[config.mk]
export PLATFORM = sky130hd
export DESIGN_NAME = tcw_ctrl
export DESIGN_NICKNAME = d
export VERILOG_FILES = /design/src/hw/rtl/tcw_pkg.sv /design/src/hw/rtl/tcw_ctrl.sv
export SDC_FILE = /design/constraint.sdc
export NUM_CORES = 1
export LEC_CHECK = 0
export BUFFER_PORTS_ARGS = -buffer_cell sky130_fd_sc_hd__buf_2
export CAP_MARGIN = 25
export CORE_AREA = 5 5 42 44
export CTS_CLUSTER_DIAMETER = 60
export DETAILED_ROUTE_END_ITERATION = 8
export DIE_AREA = 0 0 47 49
export SYNTH_ARGS = -nofsm -noshare
export SYNTH_HDL_FRONTEND = slang
export SYNTH_SLANG_ARGS = --single-unit
[constraint.sdc]
create_clock -name i_clk -period 1.6 [get_ports i_clk]
set_input_delay 0.48 -clock i_clk [delete_from_list [all_inputs] [get_ports i_clk]]
set_output_delay 0.48 -clock i_clk [all_outputs]
set_load 0.01 [all_outputs]
[src/hw/rtl/tcw_pkg.sv]
package tcw_pkg;

    // Screen geometry
    localparam int COLUMNS    = 80;
    localparam int ROWS       = 25;
    localparam int CELL_COUNT = COLUMNS * ROWS;

    // Widths of internal counters and memory addresses
    localparam int CURSOR_W = $clog2(CELL_COUNT + 1);
    localparam int ADDR_W   = $clog2(CELL_COUNT);
    localparam int COL_W    = (COLUMNS > 1) ? $clog2(COLUMNS) : 1;

    // Widths of the item fields
    localparam int OPCODE_W     = 1;
    localparam int CHAR_W       = 8;
    localparam int READ_ADDR_W  = 11;
    localparam int CELL_W       = 16;
    localparam int CURSOR_OUT_W = 11;
    localparam int ATTR_W       = 8;
    localparam int WIDE_W       = READ_ADDR_W + CURSOR_W;

    // Typed geometry constants
    localparam logic [CURSOR_W-1:0] CELLS_C    = CURSOR_W'(CELL_COUNT);
    localparam logic [CURSOR_W-1:0] COLS_C     = CURSOR_W'(COLUMNS);
    localparam logic [CURSOR_W-1:0] LAST_ROW_C = CURSOR_W'(CELL_COUNT - COLUMNS);
    localparam logic [CURSOR_W-1:0] LAST_CELL_C = CURSOR_W'(CELL_COUNT - 1);
    localparam logic [COL_W-1:0]    COL_LAST_C = COL_W'(COLUMNS - 1);
    localparam logic [WIDE_W-1:0]   CELLS_WIDE_C = WIDE_W'(CELL_COUNT);

    // Character and attribute codes
    localparam logic [CHAR_W-1:0] NEWLINE_CODE = 8'h0A;
    localparam logic [CHAR_W-1:0] SPACE_CODE   = 8'h20;
    localparam logic [ATTR_W-1:0] ATTR_RESET   = 8'h07;

    // Opcodes
    localparam logic [OPCODE_W-1:0] OP_PUT  = 1'b0;
    localparam logic [OPCODE_W-1:0] OP_READ = 1'b1;

    // Result load selection
    typedef enum logic [1:0] {
        OUT_NONE,
        OUT_PUT,
        OUT_READ,
        OUT_SCROLL
    } t_out_sel;

    typedef logic [CURSOR_W-1:0] t_cursor;

    // Controller to datapath
    typedef struct packed {
        logic     clear_step;
        logic     put;
        logic     read;
        logic     scroll_step;
        logic     fill_step;
        t_out_sel out_sel;
    } t_dp_cmd;

    // Datapath to controller
    typedef struct packed {
        logic need_scroll;
        logic scan_end;
        logic scan_last;
    } t_dp_sts;

    // Low bits of the cursor as carried in a result item
    function automatic logic [CURSOR_OUT_W-1:0] cursor_field(input t_cursor c);
        logic [CURSOR_W+CURSOR_OUT_W-1:0] w;
        w = {{CURSOR_OUT_W{1'b0}}, c};
        return w[CURSOR_OUT_W-1:0];
    endfunction

endpackage

[src/hw/rtl/tcw_ctrl.sv]
module tcw_ctrl (
    input  logic                         i_clk,
    input  logic                         i_rst_n,
    input  logic                         i_in_valid,
    output logic                         o_in_stall,
    input  logic [tcw_pkg::OPCODE_W-1:0] i_opcode,
    output logic                         o_out_valid,
    input  logic                         i_out_stall,
    output tcw_pkg::t_dp_cmd             o_cmd,
    input  tcw_pkg::t_dp_sts             i_sts
);
    import tcw_pkg::*;

    localparam logic [2:0] ST_CLEAR  = 3'd0;
    localparam logic [2:0] ST_IDLE   = 3'd1;
    localparam logic [2:0] ST_READ   = 3'd2;
    localparam logic [2:0] ST_SCROLL = 3'd3;
    localparam logic [2:0] ST_FILL   = 3'd4;

    logic [2:0] r_state, n_state;
    logic       r_out_valid, n_out_valid;
    logic       out_free;
    logic       accept;

    // Take an item only when idle and the result register will be empty
    assign out_free   = !r_out_valid || !i_out_stall;
    assign accept     = (r_state == ST_IDLE) && out_free && i_in_valid;
    assign o_in_stall = !((r_state == ST_IDLE) && out_free);

    // Sequence the datapath
    always_comb begin
        n_state = r_state;
        o_cmd   = '{clear_step: 1'b0, put: 1'b0, read: 1'b0, scroll_step: 1'b0,
                    fill_step: 1'b0, out_sel: OUT_NONE};
        unique case (r_state)
            ST_CLEAR: begin
                o_cmd.clear_step = 1'b1;
                if (i_sts.scan_last) begin
                    n_state = ST_IDLE;
                end
            end
            ST_IDLE: begin
                if (accept) begin
                    if (i_opcode == OP_READ) begin
                        o_cmd.read = 1'b1;
                        n_state    = ST_READ;
                    end else begin
                        o_cmd.put = 1'b1;
                        if (i_sts.need_scroll) begin
                            n_state = ST_SCROLL;
                        end else begin
                            o_cmd.out_sel = OUT_PUT;
                        end
                    end
                end
            end
            ST_READ: begin
                o_cmd.out_sel = OUT_READ;
                n_state       = ST_IDLE;
            end
            ST_SCROLL: begin
                o_cmd.scroll_step = 1'b1;
                if (i_sts.scan_end) begin
                    n_state = ST_FILL;
                end
            end
            ST_FILL: begin
                o_cmd.fill_step = 1'b1;
                if (i_sts.scan_last) begin
                    o_cmd.out_sel = OUT_SCROLL;
                    n_state       = ST_IDLE;
                end
            end
            default: begin
                n_state = ST_CLEAR;
            end
        endcase
    end

    // Result valid: set on load, drop when taken
    always_comb begin
        if (o_cmd.out_sel != OUT_NONE) begin
            n_out_valid = 1'b1;
        end else begin
            n_out_valid = r_out_valid && i_out_stall;
        end
    end

    always_ff @(posedge i_clk) begin
        if (!i_rst_n) begin
            r_state     <= ST_CLEAR;
            r_out_valid <= 1'b0;
        end else begin
            r_state     <= n_state;
            r_out_valid <= n_out_valid;
        end
    end

    assign o_out_valid = r_out_valid;

endmodule

## Word level (Yosys, flattened, before mapping)

Cells that the tools add are included.

- Bits of input ports: 8
- Word-level logic and storage cells: 40
- Register bits after elaboration: 4
- Output and inout bits: 9

- Reductions and logical operators: 11
- Mux-type cells: 19
- Equality and inequality tests: 8

Operator list:

| kind | number |
|---|---|
| $mux 3 | 5 |
| $pmux 3 s4 | 1 |
| $mux 1 | 9 |
| $eq 3x2->1 const B | 2 |
| $mux 2 | 3 |
| $pmux 2 s3 | 1 |
| $ne 2x2->1 const B | 2 |
| $reduce_and 4->1 | 1 |
| $eq 3x1->1 const B | 1 |
| $eq 3x3->1 const B | 1 |
| $logic_and 1x1->1 | 3 |
| $logic_not 1->1 | 3 |
| $logic_not 3->1 | 1 |
| $ne 3x3->1 const B | 1 |
| $ne 2x1->1 const B | 1 |
| $reduce_bool 2->1 | 1 |
| $reduce_or 2->1 | 1 |
| $logic_or 1x1->1 | 1 |

## Logic depth before layout (Yosys ltp)

- Word-level depth: 8
- Mapped depth: 4
- Gate-level depth less buffers: 3

## Worst setup path before layout

Ideal clock, no wire load.

- Path type: register -> output
- Start point: reg r_state[0]
- End point: out o_cmd[0] (netlist bit)
- Stages on the path, launching flop included: 4
- Data arrival time: 1.145 ns
- Path buffers: 1
- Slack: -0.025 ns
- Required time: 1.120 ns
- Cell sequence: dfxtp_1 clkbuf_1 nor3b_1 a22o_1

RTL lines:

| what | line | source |
|---|---|---|
| start, declared | tcw_ctrl.sv:20 | `logic [2:0] r_state, n_state;` |
| start signal, assigned | tcw_ctrl.sv:94 | `r_state <= n_state;` |
| end, declared | tcw_ctrl.sv:9 | `output tcw_pkg::t_dp_cmd o_cmd,` |

==> results.py <==
metrics = {
    "synth": {
        "synth_nets": 45,
        "yosysWarnings": 0,
        "synth_commonest_cells": "4 x dfxtp_1, 4 x nor2_1",
        "synth-edff-count": 0,
        "synth_top_area_share_pct": 26.9,
        "synth_seq_cells": 4,
        "netlist_area_um2": 298,
        "ys_seq_area_share_pct": 26.9,
        "synth_flop_cell": "dfxtp_1",
        "ys_types": 26,
        "netlist_top_cells_area": "dfxtp_1 27%, nor2_1 5.0%, nand2b_4 4.6%, and3_1 4.2%, nor4_2 4.2%",
        "avgSynthCellArea_um2": 8.05,
        "syn_inst": 37,
        "yosysTopAreaCell": "dfxtp_1",
        "async_flop_share_pct": 0,
    },
    "timing": {
        "fin_ws_ps": -9.51,
        "worst_pin_slew_ps": 263,
        "slew_headroom_pct": 82.4,
        "max_clock_freq_ghz": 0.621,
        "hold_viol": 0,
        "timing.setup.tns_ps": -9.51,
        "slew_violations": 0,
        "finalSetupViolCount": 1,
        "rsz0062_at_grt": "true",
        "fin_worst_skew_ps": 8.74,
        "fin_crit_sh_pct": 101,
        "layout_min_cycle_time_ps": 1610,
    },
    "run_status": {
        "status": "finished, violations left",
        "violations": "setup timing",
    },
    "route": {
        "ant_nets": 0,
        "dr.pass1.iters": 4,
        "first_iter_violations": 3,
        "drt-total-wl_um": 987,
        "num_vias": 380,
        "drc": 0,
        "avgViaCountPerCell": 4.75,
        "wl_per_cell_um": 12.3,
    },
    "finish": {
        "drive_gt1_share_pct": 68.8,
        "diodes": 0,
        "num-fill-cells": 158,
        "final_cell_count_no_fill": 80,
        "area_growth_pct": 92.4,
        "fin_area_um2": 573,
        "fin_nets": 74,
    },
    "power_and_ir_drop": {
        "swShare_pct": 31.4,
        "p_seq_share_pct": 32.4,
        "p_leak_nw": 0.274,
        "switchingPower_mw": 0.122,
        "cellPowerDensity_mw_per_mm2": 679,
        "pwr-share-clk_pct": 33.1,
        "pwr-share-comb_pct": 34.5,
        "p_int_mw": 0.267,
        "ir_drop_uv": 558,
    },
    "global_route": {
        "grt_pass1_vias": 372,
        "antenna_found_initial": 0,
        "grt.total_usage_pct": 9.08,
        "grt_overflow": 0,
        "grt_max_degree": 9,
        "grt_pass1_wl_mm": 1.51,
    },
    "clock_tree": {
        "cts_buffer_depth": 2,
        "clock_sinks": 4,
        "clk_pin_slew_ps": 40,
        "cts_buffers": 3,
        "root_buffer": "clkbuf_4",
        "htree_levels": 1,
        "cts_tree": "built",
        "clk_latency_ps": 240,
    },
    "worst_setup_path": {
        "critPathLaunch": "r_state[1]$_SDFFE_PN0P_",
        "r2r_cells": 5,
        "crit_fanout": 6,
        "worst_r2r_endpoint": "r_state[1]$_SDFFE_PN0P_",
        "reg2reg_slack_ps": 170,
        "critical_path.startpoint_type": "register",
        "cp.arrival_ps": 1130,
        "max_stage_delay_ps": 380,
        "end_kind": "primary output",
        "regToRegStartpoint": "r_state[1]$_SDFFE_PN0P_",
        "critPathRequiredTime_ps": 1120,
        "crit_slowest_cell": "dfxtp_4",
        "worstSetupPathType": "reg -> out",
        "path_cells": "nor4_4 > a22o_1 > buf_2",
        "critPathCapture": "o_cmd[0]",
    },
    "die": {
        "core-area_mm2": 0.00140,
        "die_x_um": 47,
        "dieArea_mm2": 0.00230,
        "die_height_um": 49,
        "core.rowCount": 14,
        "initial_utilization_pct": 21.3,
        "ios": 17,
    },
    "hold_path": {
        "holdPathStages": 2,
        "hold_class": "in -> reg",
    },
    "placed_design": {
        "io_buffers": 16,
        "dpl_cell_area_um2": 413,
        "placed_cells": 70,
        "dpl.hpwl_um": 675,
        "gp_congestion": 0.699,
    },
    "run": {
        "cap_violations": 0,
    },
}
## logic make-up after synthesis
logic type      Yosys count  share of synthesized area, %
compound gates            9                          23.1
buf+inv                   5                          9.24
simple gates             18                          37.4
fa+ha+maj                 1                          3.36
flops                     4                          26.9
## power groups by stage
| stage | logic, mW | clock network [mW] | registers, mW |
|---|---|---|---|
| global placement | 0.0989 | 0 | 0.124 |
| global route | 0.149 | 0.144 | 0.128 |
| finish | 0.134 | 0.129 | 0.126 |
| floorplan | 0.0634 | 0 | 0.114 |
| CTS | 0.119 | 0.133 | 0.124 |
| detailed placement | 0.0996 | 0 | 0.124 |
## state kept, by name (all words and copies together) (netlist names)
signal and cells:
o_out_valid 1, r_state 3
## critical path, delay by kind of cell, from the launching register on
family,cells,cell delay (ps)
flops,1,380
buf+inv,1,120
simple gates,1,230
compound gates,1,150
## per-layer routing
metal	share of wire (%)	up-vias	GRT usage, %
li1	-	194	-
met1	41	169	10.3
met2	48	17	14.0
met3	11	0	5.17
met4	0	0	2.76
met5	0	-	0
## worst min path at each step
stage	startpoint	to	slack, ps
finish	i_rst_n	o_out_valid$_SDFF_PN0_	490
global placement	r_state[2]$_SDFFE_PN0P_	r_state[2]$_SDFFE_PN0P_	570
global route	i_rst_n	o_out_valid$_SDFF_PN0_	490
detailed placement	r_state[2]$_SDFFE_PN0P_	r_state[2]$_SDFFE_PN0P_	580
floorplan	r_state[0]$_SDFFE_PN0P_	r_state[2]$_SDFFE_PN0P_	560
CTS	i_rst_n	o_out_valid$_SDFF_PN0_	480
## repair_timing
action | in CTS | in global routing
buffers inserted | 5 | 2
resized for setup | 12 | 10
endpoints found under the setup margin | 6 | 7
hold buffers | 0 | 0
pin swaps | 4 | 10
## area by class of cell
class	instances	area, um2	share of cell area, %
Tap cell	16	20.0	3.49
Timing Repair Buffer	27	188	32.8
Clock buffer	3	22.5	3.93
Sequential cell	4	92.6	16.2
Multi-Input combinational cell	28	243	42.4
Inverter	2	7.51	1.31
## layout by cell type, fill, tap and decap left out, types with 2 or more instances in the layout
cell type  netlist  routed
and3_4           0       2
buf_2            1      12
buf_4            0      11
buf_6            1       4
clkbuf_4         0       3
dfxtp_4          0       3
inv_1            2       2
nor2_1           4       3
nor3_2           0       2
## per-stage QoR
stage | util [%] | setup WS, ps | power [mW] | hold WS (ps)
3_5_place_dp | 29.5 | -40.3 | 0.223 | 581
3_3_place_gp | 29.5 | -31.6 | 0.223 | 569
5_1_grt | 40.9 | -66.8 | 0.420 | 493
2_1_floorplan | - | 87.7 | 0.178 | 557
6_report | 40.9 | -9.51 | 0.389 | 485
4_1_cts | 36.4 | -49.1 | 0.376 | 480
Note: power is estimated with default switching activity, not from simulation.
